==> config.mk <==
export PLATFORM = sky130hd
export DESIGN_NAME = content_type_charset_extractor
export DESIGN_NICKNAME = d
export VERILOG_FILES = /design/src/rtl/ctce_pkg.sv /design/src/rtl/ctce_parser.sv /design/src/rtl/content_type_charset_extractor.sv
export SDC_FILE = /design/constraint.sdc
export NUM_CORES = 1
export LEC_CHECK = 0
export BUFFER_PORTS_ARGS = -buffer_cell sky130_fd_sc_hd__buf_2
export CORE_MARGIN = 2
export CORE_UTILIZATION = 55
export DETAILED_ROUTE_END_ITERATION = 8
export HOLD_SLACK_MARGIN = 0.03
export PLACE_DENSITY = 0.73
export SLEW_MARGIN = 40
export SYNTH_ARGS = -nofsm -noshare
export SYNTH_HDL_FRONTEND = slang
export SYNTH_SLANG_ARGS = --single-unit
export TNS_END_PERCENT = 50
==> constraint.sdc <==
create_clock -name i_clk -period 10.6 [get_ports i_clk]
set_input_delay 0.53 -clock i_clk [delete_from_list [all_inputs] [get_ports i_clk]]
set_output_delay 0.53 -clock i_clk [all_outputs]
set_load 0.01 [all_outputs]
==> src/rtl/ctce_pkg.sv <==
`default_nettype none

package ctce_pkg;

    // parse phases
    localparam logic [3:0] PH_MAIN     = 4'd0;
    localparam logic [3:0] PH_SUB      = 4'd1;
    localparam logic [3:0] PH_PRE_SEMI = 4'd2;
    localparam logic [3:0] PH_PRE_KEY  = 4'd3;
    localparam logic [3:0] PH_KEY      = 4'd4;
    localparam logic [3:0] PH_PRE_EQ   = 4'd5;
    localparam logic [3:0] PH_POST_EQ  = 4'd6;
    localparam logic [3:0] PH_TOKEN    = 4'd7;
    localparam logic [3:0] PH_QUOTED   = 4'd8;
    localparam logic [3:0] PH_DONE     = 4'd9;

    // result status codes
    localparam logic [1:0] ST_NONE  = 2'd0;
    localparam logic [1:0] ST_FOUND = 2'd1;
    localparam logic [1:0] ST_BAD   = 2'd2;
    localparam logic [1:0] ST_LONG  = 2'd3;

    localparam int unsigned START_W = 12;
    localparam int unsigned LEN_W   = 13;
    localparam logic [2:0]  KEY_LEN = 3'd7;

    localparam logic [7:0] CH_SPACE  = 8'h20;
    localparam logic [7:0] CH_TAB    = 8'h09;
    localparam logic [7:0] CH_LF     = 8'h0A;
    localparam logic [7:0] CH_FF     = 8'h0C;
    localparam logic [7:0] CH_CR     = 8'h0D;
    localparam logic [7:0] CH_NUL    = 8'h00;
    localparam logic [7:0] CH_QUOTE  = 8'h22;
    localparam logic [7:0] CH_BSLASH = 8'h5C;
    localparam logic [7:0] CH_SLASH  = 8'h2F;
    localparam logic [7:0] CH_SEMI   = 8'h3B;
    localparam logic [7:0] CH_EQ     = 8'h3D;

    typedef struct packed {
        logic [LEN_W-1:0]   value_length;
        logic [START_W-1:0] value_start;
        logic [1:0]         status;
    } t_result;

    function automatic logic f_is_ws(input logic [7:0] c);
        return (c == CH_SPACE) || (c >= 8'd9 && c <= 8'd13);
    endfunction

    function automatic logic f_is_blank(input logic [7:0] c);
        return (c == CH_SPACE) || (c == CH_TAB) || (c == CH_LF) ||
               (c == CH_FF) || (c == CH_CR);
    endfunction

    function automatic logic f_is_ctl(input logic [7:0] c);
        return (c < 8'd32) || c[7];
    endfunction

    function automatic logic f_is_special(input logic [7:0] c);
        logic r;
        case (c)
            8'h28, 8'h29, 8'h3C, 8'h3E, 8'h40, 8'h2C, 8'h3B,
            8'h3A, 8'h5C, 8'h22, 8'h2F, 8'h5B, 8'h5D, 8'h3F: r = 1'b1;
            default: r = 1'b0;
        endcase
        return r;
    endfunction

    // letters of "charset"
    function automatic logic [7:0] f_key_char(input logic [2:0] idx);
        logic [7:0] r;
        case (idx)
            3'd0: r = 8'h63;
            3'd1: r = 8'h68;
            3'd2: r = 8'h61;
            3'd3: r = 8'h72;
            3'd4: r = 8'h73;
            3'd5: r = 8'h65;
            3'd6: r = 8'h74;
            default: r = 8'h00;
        endcase
        return r;
    endfunction

    function automatic logic [7:0] f_to_lower(input logic [7:0] c);
        return (c >= 8'h41 && c <= 8'h5A) ? (c + 8'd32) : c;
    endfunction

endpackage

`default_nettype wire

==> src/rtl/ctce_parser.sv <==
`default_nettype none

module ctce_parser #(
    parameter int unsigned MAX_LENGTH = 4096
) (
    input  wire logic            i_clk,
    input  wire logic            i_rst_n,
    input  wire logic            i_step,
    input  wire logic [7:0]      i_byte,
    input  wire logic            i_final,
    output ctce_pkg::t_result    o_result
);
    import ctce_pkg::*;

    localparam int unsigned POS_W = $clog2(MAX_LENGTH + 1);
    localparam logic [POS_W-1:0] POS_MAX = POS_W'(MAX_LENGTH);

    logic [3:0]       r_phase,   n_phase;
    logic [POS_W-1:0] r_pos,     n_pos;
    logic [2:0]       r_kidx,    n_kidx;
    logic             r_kmis,    n_kmis;
    logic [POS_W-1:0] r_vb,      n_vb;
    logic [POS_W-1:0] r_last,    n_last;
    logic             r_esc,     n_esc;
    logic [1:0]       r_verdict, n_verdict;

    logic [POS_W-1:0] pos_inc;
    logic             key_ok;
    logic             do_tok;
    logic             pre_key;
    logic [7:0]       low;
    logic [POS_W-1:0] diff;
    t_result          res;

    assign pos_inc = r_pos + 1'b1;
    assign key_ok  = !r_kmis && (r_kidx == KEY_LEN);
    assign low     = f_to_lower(i_byte);

    always_comb begin
        n_phase   = r_phase;
        n_pos     = r_pos;
        n_kidx    = r_kidx;
        n_kmis    = r_kmis;
        n_vb      = r_vb;
        n_last    = r_last;
        n_esc     = r_esc;
        n_verdict = r_verdict;
        do_tok    = 1'b0;
        pre_key   = 1'b0;
        res       = '0;
        diff      = '0;

        if (r_pos >= POS_MAX) begin
            n_phase   = PH_DONE;
            n_verdict = ST_LONG;
        end else begin
            n_pos = pos_inc;
            case (r_phase)
                PH_MAIN: begin
                    if (i_byte == CH_SLASH) begin
                        n_phase = PH_SUB;
                    end else if (f_is_ws(i_byte) || i_byte == CH_SEMI) begin
                        n_phase   = PH_DONE;
                        n_verdict = ST_BAD;
                    end
                end
                PH_SUB: begin
                    if (i_byte == CH_SEMI) begin
                        pre_key = 1'b1;
                    end else if (i_byte == CH_SLASH) begin
                        n_phase   = PH_DONE;
                        n_verdict = ST_BAD;
                    end
                end
                PH_PRE_SEMI: begin
                    if (i_byte == CH_SEMI) begin
                        pre_key = 1'b1;
                    end else if (!f_is_ws(i_byte)) begin
                        n_phase   = PH_DONE;
                        n_verdict = ST_BAD;
                    end
                end
                PH_PRE_KEY, PH_KEY: begin
                    if (f_is_ws(i_byte)) begin
                        if (r_phase == PH_KEY) begin
                            n_phase = PH_PRE_EQ;
                        end
                    end else if (i_byte == CH_EQ) begin
                        n_phase = PH_POST_EQ;
                    end else if (f_is_special(i_byte) || f_is_ctl(i_byte)) begin
                        n_phase   = PH_DONE;
                        n_verdict = ST_BAD;
                    end else begin
                        if (r_kidx < KEY_LEN && low == f_key_char(r_kidx)) begin
                            n_kidx = r_kidx + 1'b1;
                        end else begin
                            n_kmis = 1'b1;
                        end
                        n_phase = PH_KEY;
                    end
                end
                PH_PRE_EQ: begin
                    if (i_byte == CH_EQ) begin
                        n_phase = PH_POST_EQ;
                    end else if (!f_is_ws(i_byte)) begin
                        n_phase   = PH_DONE;
                        n_verdict = ST_BAD;
                    end
                end
                PH_POST_EQ: begin
                    if (f_is_ws(i_byte)) begin
                        n_phase = r_phase;
                    end else if (i_byte == CH_QUOTE) begin
                        n_phase = PH_QUOTED;
                        n_vb    = pos_inc;
                        n_last  = pos_inc;
                        n_esc   = 1'b0;
                    end else begin
                        n_vb   = r_pos;
                        do_tok = 1'b1;
                    end
                end
                PH_TOKEN: begin
                    do_tok = 1'b1;
                end
                PH_QUOTED: begin
                    if (r_esc) begin
                        n_esc = 1'b0;
                        if (i_byte == CH_QUOTE) begin
                            n_last = pos_inc;
                        end else begin
                            n_phase   = PH_DONE;
                            n_verdict = ST_BAD;
                        end
                    end else if (i_byte == CH_NUL) begin
                        n_phase   = PH_DONE;
                        n_verdict = ST_BAD;
                    end else if (i_byte == CH_BSLASH) begin
                        n_esc  = 1'b1;
                        n_last = pos_inc;
                    end else if (i_byte == CH_QUOTE) begin
                        if (key_ok) begin
                            n_phase   = PH_DONE;
                            n_verdict = (r_last > r_vb) ? ST_FOUND : ST_NONE;
                        end else begin
                            n_phase = PH_PRE_SEMI;
                        end
                    end else if (f_is_blank(i_byte)) begin
                        // drop leading blanks inside the quotes
                        if (r_last == r_vb) begin
                            n_vb   = pos_inc;
                            n_last = pos_inc;
                        end
                    end else begin
                        n_last = pos_inc;
                    end
                end
                default: begin
                    n_phase = r_phase;
                end
            endcase

            if (do_tok) begin
                if (f_is_ws(i_byte) || i_byte == CH_SEMI) begin
                    if (key_ok) begin
                        n_last    = r_pos;
                        n_phase   = PH_DONE;
                        n_verdict = (r_pos > n_vb) ? ST_FOUND : ST_NONE;
                    end else if (i_byte == CH_SEMI) begin
                        pre_key = 1'b1;
                    end else begin
                        n_phase = PH_PRE_SEMI;
                    end
                end else if (f_is_special(i_byte) || f_is_ctl(i_byte)) begin
                    n_phase   = PH_DONE;
                    n_verdict = ST_BAD;
                end else begin
                    n_phase = PH_TOKEN;
                end
            end

            if (pre_key) begin
                n_phase = PH_PRE_KEY;
                n_kidx  = '0;
                n_kmis  = 1'b0;
                n_esc   = 1'b0;
            end
        end

        // close out the string on its last byte
        if (i_final) begin
            case (n_phase)
                PH_SUB, PH_PRE_SEMI: begin
                    n_verdict = ST_NONE;
                end
                PH_TOKEN: begin
                    if (key_ok) begin
                        n_last    = n_pos;
                        n_verdict = (n_pos > n_vb) ? ST_FOUND : ST_NONE;
                    end else begin
                        n_verdict = ST_NONE;
                    end
                end
                PH_DONE: begin
                    n_verdict = n_verdict;
                end
                default: begin
                    n_verdict = ST_BAD;
                end
            endcase
            res.status = n_verdict;
            if (n_verdict == ST_FOUND && n_last >= n_vb) begin
                diff             = n_last - n_vb;
                res.value_start  = START_W'(n_vb);
                res.value_length = LEN_W'(diff);
            end
            n_phase   = PH_MAIN;
            n_pos     = '0;
            n_kidx    = '0;
            n_kmis    = 1'b0;
            n_vb      = '0;
            n_last    = '0;
            n_esc     = 1'b0;
            n_verdict = ST_NONE;
        end
    end

    assign o_result = res;

    always_ff @(posedge i_clk) begin
        if (!i_rst_n) begin
            r_phase   <= PH_MAIN;
            r_pos     <= '0;
            r_kidx    <= '0;
            r_kmis    <= 1'b0;
            r_vb      <= '0;
            r_last    <= '0;
            r_esc     <= 1'b0;
            r_verdict <= ST_NONE;
        end else if (i_step) begin
            r_phase   <= n_phase;
            r_pos     <= n_pos;
            r_kidx    <= n_kidx;
            r_kmis    <= n_kmis;
            r_vb      <= n_vb;
            r_last    <= n_last;
            r_esc     <= n_esc;
            r_verdict <= n_verdict;
        end
    end

endmodule

`default_nettype wire

==> src/rtl/content_type_charset_extractor.sv <==
// Charset finder for a Content-Type header string.
// Input channel (i_s_*): one string byte per item, tlast marks the final byte.
// Output channel (o_m_*): one item per string, sent after its final byte,
// carrying status, offset and length of the charset value.
// A final byte accepted into the input register loads the result register once
// that register is free; the result is then offered on the output channel.
// Throughput: one byte per cycle while no final byte waits for the result slot;
// the next parse state and result are combinational from the input register.
// Stall: while a result waits in the output register, non-final bytes keep
// flowing; a final byte holds in the input register until the result is taken.
// Reset: synchronous, active low; clears handshake state and returns the
// parser to the start of a new string. No clearing pass is needed.
// Strings longer than MAX_LENGTH bytes report status 3.
`default_nettype none

module content_type_charset_extractor #(
    parameter int unsigned MAX_LENGTH = 4096
) (
    input  wire logic        i_clk,
    input  wire logic        i_rst_n,
    input  wire logic        i_s_tvalid,
    output logic             o_s_tready,
    input  wire logic [7:0]  i_s_tdata,    // text_byte[7:0]
    input  wire logic        i_s_tlast,    // final_byte
    output logic             o_m_tvalid,
    input  wire logic        i_m_tready,
    output logic [31:0]      o_m_tdata     // status[1:0], value_start[13:2],
                                           // value_length[26:14], zero[31:27]
);
    import ctce_pkg::*;

    logic       r_in_vld;
    logic [7:0] r_in_byte;
    logic       r_in_last;
    logic       r_out_vld;
    t_result    r_out;
    t_result    core_res;
    logic       adv;

    // advance the held byte unless it is final and the result slot is busy
    assign adv        = r_in_vld && (!r_in_last || !r_out_vld || i_m_tready);
    assign o_s_tready = !r_in_vld || adv;

    always_ff @(posedge i_clk) begin
        if (!i_rst_n) begin
            r_in_vld <= 1'b0;
        end else if (o_s_tready) begin
            r_in_vld <= i_s_tvalid;
        end
    end

    always_ff @(posedge i_clk) begin
        if (o_s_tready && i_s_tvalid) begin
            r_in_byte <= i_s_tdata;
            r_in_last <= i_s_tlast;
        end
    end

    ctce_parser #(
        .MAX_LENGTH (MAX_LENGTH)
    ) u_parser (
        .i_clk    (i_clk),
        .i_rst_n  (i_rst_n),
        .i_step   (adv),
        .i_byte   (r_in_byte),
        .i_final  (r_in_last),
        .o_result (core_res)
    );

    always_ff @(posedge i_clk) begin
        if (!i_rst_n) begin
            r_out_vld <= 1'b0;
        end else if (adv && r_in_last) begin
            r_out_vld <= 1'b1;
        end else if (i_m_tready) begin
            r_out_vld <= 1'b0;
        end
    end

    always_ff @(posedge i_clk) begin
        if (adv && r_in_last) begin
            r_out <= core_res;
        end
    end

    assign o_m_tvalid = r_out_vld;
    assign o_m_tdata  = {5'd0, r_out.value_length, r_out.value_start, r_out.status};

`ifndef SYNTHESIS
    a_rise_needs_final: assert property (@(posedge i_clk) disable iff (!i_rst_n)
        $rose(o_m_tvalid) |-> $past(adv && r_in_last))
        else $error("result appeared without a final byte");

    a_final_held: assert property (@(posedge i_clk) disable iff (!i_rst_n)
        r_in_vld && r_in_last && r_out_vld && !i_m_tready |=> r_in_vld && r_in_last)
        else $error("final byte lost while result slot busy");

    a_zero_fields: assert property (@(posedge i_clk) disable iff (!i_rst_n)
        o_m_tvalid && (r_out.status != ST_FOUND) |->
            (r_out.value_start == '0) && (r_out.value_length == '0))
        else $error("offset or length set without found status");

    a_step_ready: assert property (@(posedge i_clk) disable iff (!i_rst_n)
        r_in_vld && !r_in_last |-> o_s_tready)
        else $error("non-final byte stalled");
`endif

endmodule

`default_nettype wire
==> results of run 1 <==
[worst register-to-register path, stage by stage (launching register included)]
cell and delay [ps]:
dfxtp_1 810, and4bb_2 520, o31ai_4 160, nor3_1 210
buf_4 250, o21ai_1 100, a21oi_1 590, o22ai_1 290
or3_1 630, mux2i_1 360, ha_1 300, nor2b_1 140
o21a_1 170, o21ai_0 210, a21o_1 140, a21boi_0 130
o211ai_1 210, nand2_1 150, a31oi_4 560, buf_16 230
nor4b_1 60
[layout make-up]
type / count / share of cell area (%)
clock buffers: 10 / 2.638
clock inverters: 6 / 0.7930
inverters: 51 / 2.206
multi-input cells: 783 / 63.68
flip-flops and latches: 88 / 24.45
well taps: 184 / 2.653
repair buffers: 52 / 3.576
[path summary, 6_finish.rpt]
kind,to,cells after the start,start,slack (ps)
setup / recovery,o_m_tdata[26]$_SDFFCE_PN0P_,20,u_parser.r_phase[1]$_SDFFE_PN0P_,4130
hold reg to reg,u_parser.r_kmis$_SDFFE_PN0P_,1,u_parser.r_kmis$_SDFFE_PN0P_,490
hold / removal,r_in_byte[5]$_DFFE_PP_,1,i_s_tdata[5],350
setup reg to reg,o_m_tdata[26]$_SDFFCE_PN0P_,20,u_parser.r_phase[1]$_SDFFE_PN0P_,4130
[metal layers]
layer	routed length (µm)	share of wire, %
met5	0	0
met1	11880	45
met4	623	2.4
met2	11140	42
met3	2702	10
[flip-flops by register name, summed over array words and instances (netlist names)]
| signal | flops |
|---|---|
| o_m_tdata | 27 |
| o_m_tvalid | 1 |
| r_in_byte | 8 |
| r_in_last | 1 |
| r_in_vld | 1 |
| u_parser.r_esc | 1 |
| u_parser.r_kidx | 3 |
| u_parser.r_kmis | 1 |
| u_parser.r_last | 13 |
| u_parser.r_phase | 4 |
| u_parser.r_pos | 13 |
| u_parser.r_vb | 13 |
| u_parser.r_verdict | 2 |
[cell families (layout without fill, tap and decap cells)]
logic type,after synthesis,in the layout,share of synthesized area (%)
AOI/OAI and AO/OA,305,305,26.09
xor gates and xnor gates,32,32,3.444
adders and majority gates,62,62,9.625
buffers and inverters,128,119,6.580
DFF,88,88,26.08
muxes,20,20,2.598
other,1,5,0.04608
and+or+nand+nor,359,359,25.54
[synth_stat cells, types with 5 or more instances]
cell type	n	area, µm²
nand2b_1	10	62.56
a31oi_1	14	87.58
and3_1	13	81.33
nand2_1	70	262.8
nand4_1	17	106.4
o211ai_1	8	60.06
nor4_2	19	237.7
and2_1	12	75.07
nand3_1	30	150.1
a211oi_1	7	52.55
a2111oi_0	5	43.79
nor4b_1	9	78.83
a22oi_1	24	180.2
mux2i_1	11	110.1
o21a_1	9	67.56
buf_2	11	55.05
ha_1	61	763.2
buf_1	6	22.52
o221ai_1	7	61.31
o21ai_0	53	265.3
nor3_1	29	145.1
a21o_1	13	97.59
o31ai_1	10	75.07
nor2_1	63	236.5
buf_4	7	52.55
a21oi_1	67	335.3
nor2b_1	35	219.0
edfxtp_1	36	1081
clkbuf_1	51	191.4
mux2_2	7	78.83
nor4_1	7	43.79
inv_1	51	191.4
xnor2_1	15	131.4
nand3b_1	5	37.54
dfxtp_1	52	1041
o22ai_1	19	118.9
xor2_1	17	148.9
or3_1	13	81.33
a21boi_0	8	60.06
[through the flow]
step                area, µm²  worst slack, ps  util [%]  cells
floorplan                8153             5095         -    999
global placement         8334             4264     57.56   1157
detailed placement       8368             4343     57.79   1158
CTS                      8666             4315     59.85   1174
global route             8678             3617     59.94   1174
finish                   8678             4129     59.94   1174
[power breakdown]
group / internal [mW] / total (mW) / switching (mW)
registers: 0.355 / 0.363 / 0.00822
logic: 0.0178 / 0.0538 / 0.0360
clock network: 0.184 / 0.330 / 0.146
total: 0.557 / 0.747 / 0.190
==> flow_metrics.env, run 1 <==
export IMPL_status="finished, final reports clean"
export IMPL_grt_pass1_vias=7483
export IMPL_required_ps=10690
export IMPL_htreeDepth=3
export IMPL_grt_max_degree=51
export IMPL_fin_total_pwr_mw=0.7467
export IMPL_rsz0062_at_grt="false"
export IMPL_grt_first_pass_wirelength_mm=42.15
export IMPL_ys_ff_latch=88
export IMPL_gr_usage_met3_pct=7.392
export IMPL_ios=47
export IMPL_fin_skew_ps=8.827
export IMPL_cts_sinks=88
export IMPL_yosys_cell_types_count=93
export IMPL_wl_per_cell_um=22.45
export IMPL_synth_area_per_cell_um2=8.179
export IMPL_use_met2_pct=48.87
export IMPL_fp_dieH_um=125.6
export IMPL_netlist_area_mm2=0.008138
export IMPL_grt_overflow=0
export IMPL_path_cells="and4bb_2 -> o31ai_4 -> nor3_1 -> buf_4 -> o21ai_1 -> a21oi_1 -> o22ai_1 -> or3_1 -> mux2i_1 -> ha_1 -> nor2b_1 -> o21a_1 -> o21ai_0 -> a21o_1 -> a21boi_0 -> o211ai_1 -> nand2_1 -> a31oi_4 -> buf_16 -> nor4b_1"
export IMPL_tns_ps=0
export IMPL_use_met1_pct=49.10
export IMPL_max_freq_mhz=154.5
export IMPL_whs_ps=345.8
export IMPL_synth_seq_area_share_pct=26.08
export IMPL_totalWireLength_mm=26.35
export IMPL_grt_busiest_layer="met1"
export IMPL_post_cts_buffers=0
export IMPL_grt_usage_pct=33.44
export IMPL_start_util_pct=56.20
export IMPL_cp_num_buf_inv=2
export IMPL_cts_root_buf="clkbuf_16"
export IMPL_hold_violations=0
export IMPL_multi_input_area_mm2=0.005527
export IMPL_setup_viol=0
export IMPL_postRouteAntennaNets=0
export IMPL_period_share_pct=61.05
export IMPL_first_pass_iters=6
export IMPL_num_rows=44
export IMPL_register_area_mm2=0.002122
export IMPL_cp_arrival_ps=6560
export IMPL_crit_path_end_kind="register"
export IMPL_cp_slowest_stage_delay_ps=810
export IMPL_fp_coreArea_mm2=0.01448
export IMPL_start_kind="register"
export IMPL_cts_buffer_depth=2
export IMPL_hpwl_mm=19.28
export IMPL_async_flop_share_pct=0
export IMPL_clkSlewWorstSetupHoldPaths_ps=70
export IMPL_cts_tree="done"
export IMPL_fill_cells=1326
export IMPL_synth_cells=995
export IMPL_area_delta_synth_final_pct=6.642
export IMPL_drt_initial_drc_count=1131
export IMPL_drive_above_1_share_pct=12.63
export IMPL_final_nets=1060
export IMPL_gp_congestion=0.9723
export IMPL_cp_top_family="compound AO/OA/AOI/OAI gates"
export IMPL_n_antenna_cell=0
export IMPL_peakVddDrop_uv=73.20
export IMPL_power_leakage_nw=3.273
export IMPL_worst_slew_pin_slew_ps=820.1
export IMPL_cts_hold_buf=0
export IMPL_critical_path_peak_fanout=24
export IMPL_min_path_type="in2reg"
export IMPL_worst_skew_pair_late_latency_ps=360
export IMPL_cts_resized=0
export IMPL_cp_slowest_cell="dfxtp_1"
export IMPL_final_common_cell="nand2_1"
export IMPL_synth_main_ff_cell="dfxtp_1"
export IMPL_crit_type="reg2reg"
export IMPL_slew_headroom_pct=45.27
export IMPL_min_period_ps=6471
export IMPL_yosys_warnings=0
export IMPL_antenna_found_initial=0
export IMPL_drc=0
export IMPL_die_area_mm2=0.01579
export IMPL_fp_dieW_um=125.6
export IMPL_drv_cap=0
export IMPL_numCtsBuffers=9
export IMPL_port_buffer_count=41
export IMPL_powerDensity_mw_per_mm2=86.05
export IMPL_maxSlewViolCount=0
export IMPL_vias=7997
export IMPL_avgViaCountPerCell=6.812
export IMPL_synth_edf_count=36
export IMPL_final_cell_mix="70 x nand2_1, 66 x a21oi_1, 63 x nor2_1"
Note: power is estimated with default switching activity, not from simulation.
==> inputs of run 2 (changes only) <==
ABC_AREA = 1   (was default)
clock period = 6.2 ns   (was 10.6 ns; I/O delays follow)
==> run 2 against run 1 <==
Non-clock buffer count down 3. Critical path type unchanged. Setup slack got worse by 3200 ps. Die area increased by 1.1%. Register-to-register slack lost 3200 ps.
==> flow_metrics.env, run 2 <==
export IMPL_drv_cap=0
export IMPL_grt_first_pass_wirelength_mm=41.29
export IMPL_reg2regPathDepth=23
export IMPL_start_kind="register"
export IMPL_netlist_area_mm2=0.008234
export IMPL_setup_viol=0
export IMPL_area_delta_synth_final_pct=6.610
export IMPL_hold_violations=0
export IMPL_crit_path_end_kind="register"
export IMPL_grt_overflow=0
export IMPL_wl_per_cell_um=17.96
export IMPL_peakVddDrop_uv=166.8
export IMPL_htreeDepth=3
export IMPL_reg2reg_to="o_m_tdata[2]$_SDFFCE_PN0P_"
export IMPL_grt_usage_pct=32.67
export IMPL_grt_pass1_vias=7878
export IMPL_synth_edf_count=36
export IMPL_synth_compound_area_share_pct=18.05
export IMPL_hpwl_mm=19.94
export IMPL_drive_above_1_share_pct=11.54
export IMPL_worst_skew_pair_late_latency_ps=370
export IMPL_grt_max_degree=46
export IMPL_final_area_mm2=0.008778
export IMPL_fin_skew_ps=12.92
export IMPL_yosys_area_share_simple_pct=34.17
export IMPL_dpl_cell_area_mm2=0.008477
export IMPL_powerDensity_mw_per_mm2=147.6
export IMPL_antenna_found_initial=0
export IMPL_drc=0
export IMPL_cts_sinks=88
export IMPL_synthAdderAreaFrac_pct=9.512
export IMPL_clkSlewWorstSetupHoldPaths_ps=70
export IMPL_ys_ff_latch=88
export IMPL_reg2reg_from="u_parser.r_phase[0]$_SDFFE_PN0P_"
export IMPL_cp_arrival_ps=5400
export IMPL_required_ps=6380
export IMPL_die_area_mm2=0.01597
export IMPL_ys_top_cells_by_count="333 x nand2_1, 138 x inv_1, 120 x a21oi_1"
export IMPL_rsz0062_at_grt="false"
export IMPL_async_flop_share_pct=0
export IMPL_synth_main_ff_cell="dfxtp_1"
export IMPL_synth_top_area_cell="nand2_1"
export IMPL_final_nets=1344
export IMPL_synth_mux_area_share_pct=0
export IMPL_fp_coreArea_mm2=0.01459
export IMPL_min_period_ps=5221
export IMPL_yosys_warnings=0
export IMPL_hold_depth=1
export IMPL_max_freq_mhz=191.5
export IMPL_fp_dieW_um=126.4
export IMPL_synth_top_area_share_pct=15.18
export IMPL_largest_reg_flops=27
export IMPL_maxSlewViolCount=0
export IMPL_start_util_pct=56.44
export IMPL_n_antenna_cell=0
export IMPL_crit_type="reg2reg"
export IMPL_r2r_slack_ps=980
export IMPL_synth_top_family_by_area="simple AND/OR/NAND/NOR gates"
export IMPL_synth_area_per_cell_um2=6.556
export IMPL_worst_slew_pin_slew_ps=814.9
export IMPL_post_cts_buffers=0
export IMPL_cts_root_buf="clkbuf_16"
export IMPL_port_buffer_count=41
export IMPL_synth_seq_area_share_pct=25.77
export IMPL_synth_cells=1256
export IMPL_tns_ps=0
export IMPL_fp_dieH_um=126.4
export IMPL_hold_path_end="r_in_byte[4]$_DFFE_PP_"
export IMPL_power_leakage_nw=3.925
export IMPL_gp_congestion=1.009
export IMPL_avgViaCountPerCell=5.922
export IMPL_synth_xor_area_share_pct=2.234
export IMPL_final_common_cell="nand2_1"
export IMPL_critical_path_peak_fanout=25
export IMPL_yosysMostFrequentCell="nand2_1"
export IMPL_ios=47
export IMPL_min_path_type="in2reg"
export IMPL_cts_resized=0
export IMPL_period_share_pct=84.21
export IMPL_final_cell_mix="333 x nand2_1, 137 x inv_1, 120 x a21oi_1"
export IMPL_drt_initial_drc_count=886
export IMPL_numCtsBuffers=9
export IMPL_cts_buffer_depth=2
export IMPL_synth_area_leaders="nand2_1 15%, edfxtp_1 13%, dfxtp_1 13%"
export IMPL_slew_headroom_pct=45.31
export IMPL_vias=8635
export IMPL_totalWireLength_mm=26.19
export IMPL_postRouteAntennaNets=0
export IMPL_status="finished, final reports clean"
export IMPL_num_rows=44
export IMPL_cts_hold_buf=0
export IMPL_first_pass_iters=5
export IMPL_min_from="i_s_tdata[4]"
export IMPL_yosys_cell_types_count=56
export IMPL_cts_tree="done"
[run 2: metal layers]
layer  vias up  track usage [%]  part of all wire, %
met5         -                0                    0
met1      3865            41.55                   41
met3        85            6.158                  8.5
li1       4225                -                    -
met2       460            52.94                   46
met4         0            16.81                  4.8
[run 2: final cells by class]
cell class	instances	area, µm²
inverters	152	570.5
repair buffers	49	265.3
clock inverters	7	76.32
multi-input cells	969	5289
well taps	184	230.2
flip-flops and latches	88	2122
fillers	1411	5811
clock buffers	9	225.2
[run 2: stage by stage]
step           utilization [%]  setup WS [ps]  hold WS [ps]  instances  total power [mW]
4_1_cts                  60.17           1095         111.2       1458             1.301
3_5_place_dp             58.10           1142         447.1       1442            0.7290
2_1_floorplan                -           1997         408.9       1260            0.6997
6_report                 60.17          978.8         118.4       1458             1.296
3_3_place_gp             58.10           1180         441.5       1442            0.7289
5_1_grt                  60.17          556.0         111.2       1458             1.332
[run 2: critical path, stage by stage, from the launching register on]
cell and delay (ps):
dfxtp_1 530, inv_2 130, nand2_1 140, nor2_4 80, nor2_2 450, nand3_1 270, inv_1 130, nand2_1 60
nand3_1 110, nand2_1 70, nand2_2 80, nand2_2 80, nor2_4 160, nand3_2 250, buf_4 290, a21oi_1 190
inv_1 60, ha_1 370, inv_1 80, nor3_1 260, nand4_1 140, o211ai_1 360, nand3_4 400, nor3_1 320
[run 2: how the worst max path moves through the flow]
| stage | depth (start not counted) | startpoint | slack (ps) | to |
|---|---|---|---|---|
| global route | 26 | r_in_byte[6]$_DFFE_PP_ | 560 | o_m_tdata[2]$_SDFFCE_PN0P_ |
| CTS | 26 | r_in_byte[4]$_DFFE_PP_ | 1090 | o_m_tdata[2]$_SDFFCE_PN0P_ |
| finish | 23 | u_parser.r_phase[0]$_SDFFE_PN0P_ | 980 | o_m_tdata[2]$_SDFFCE_PN0P_ |
| floorplan | 31 | r_in_byte[6]$_DFFE_PP_ | 2000 | o_m_tdata[25]$_SDFFCE_PN0P_ |
| detailed placement | 24 | u_parser.r_phase[0]$_SDFFE_PN0P_ | 1140 | o_m_tdata[2]$_SDFFCE_PN0P_ |
| global placement | 26 | r_in_byte[4]$_DFFE_PP_ | 1180 | o_m_tdata[2]$_SDFFCE_PN0P_ |
[run 2: where the power goes]
group          internal (mW)  switching, mW
logic                 0.0260         0.0707
registers              0.610        0.00972
clock network          0.317          0.262
[run 2: logic make-up after synthesis]
kind of cell	after synthesis
buf+inv	203
fa+ha+maj	62
compound gates	265
flops	88
other cells	1
xor+xnor	21
simple gates	616
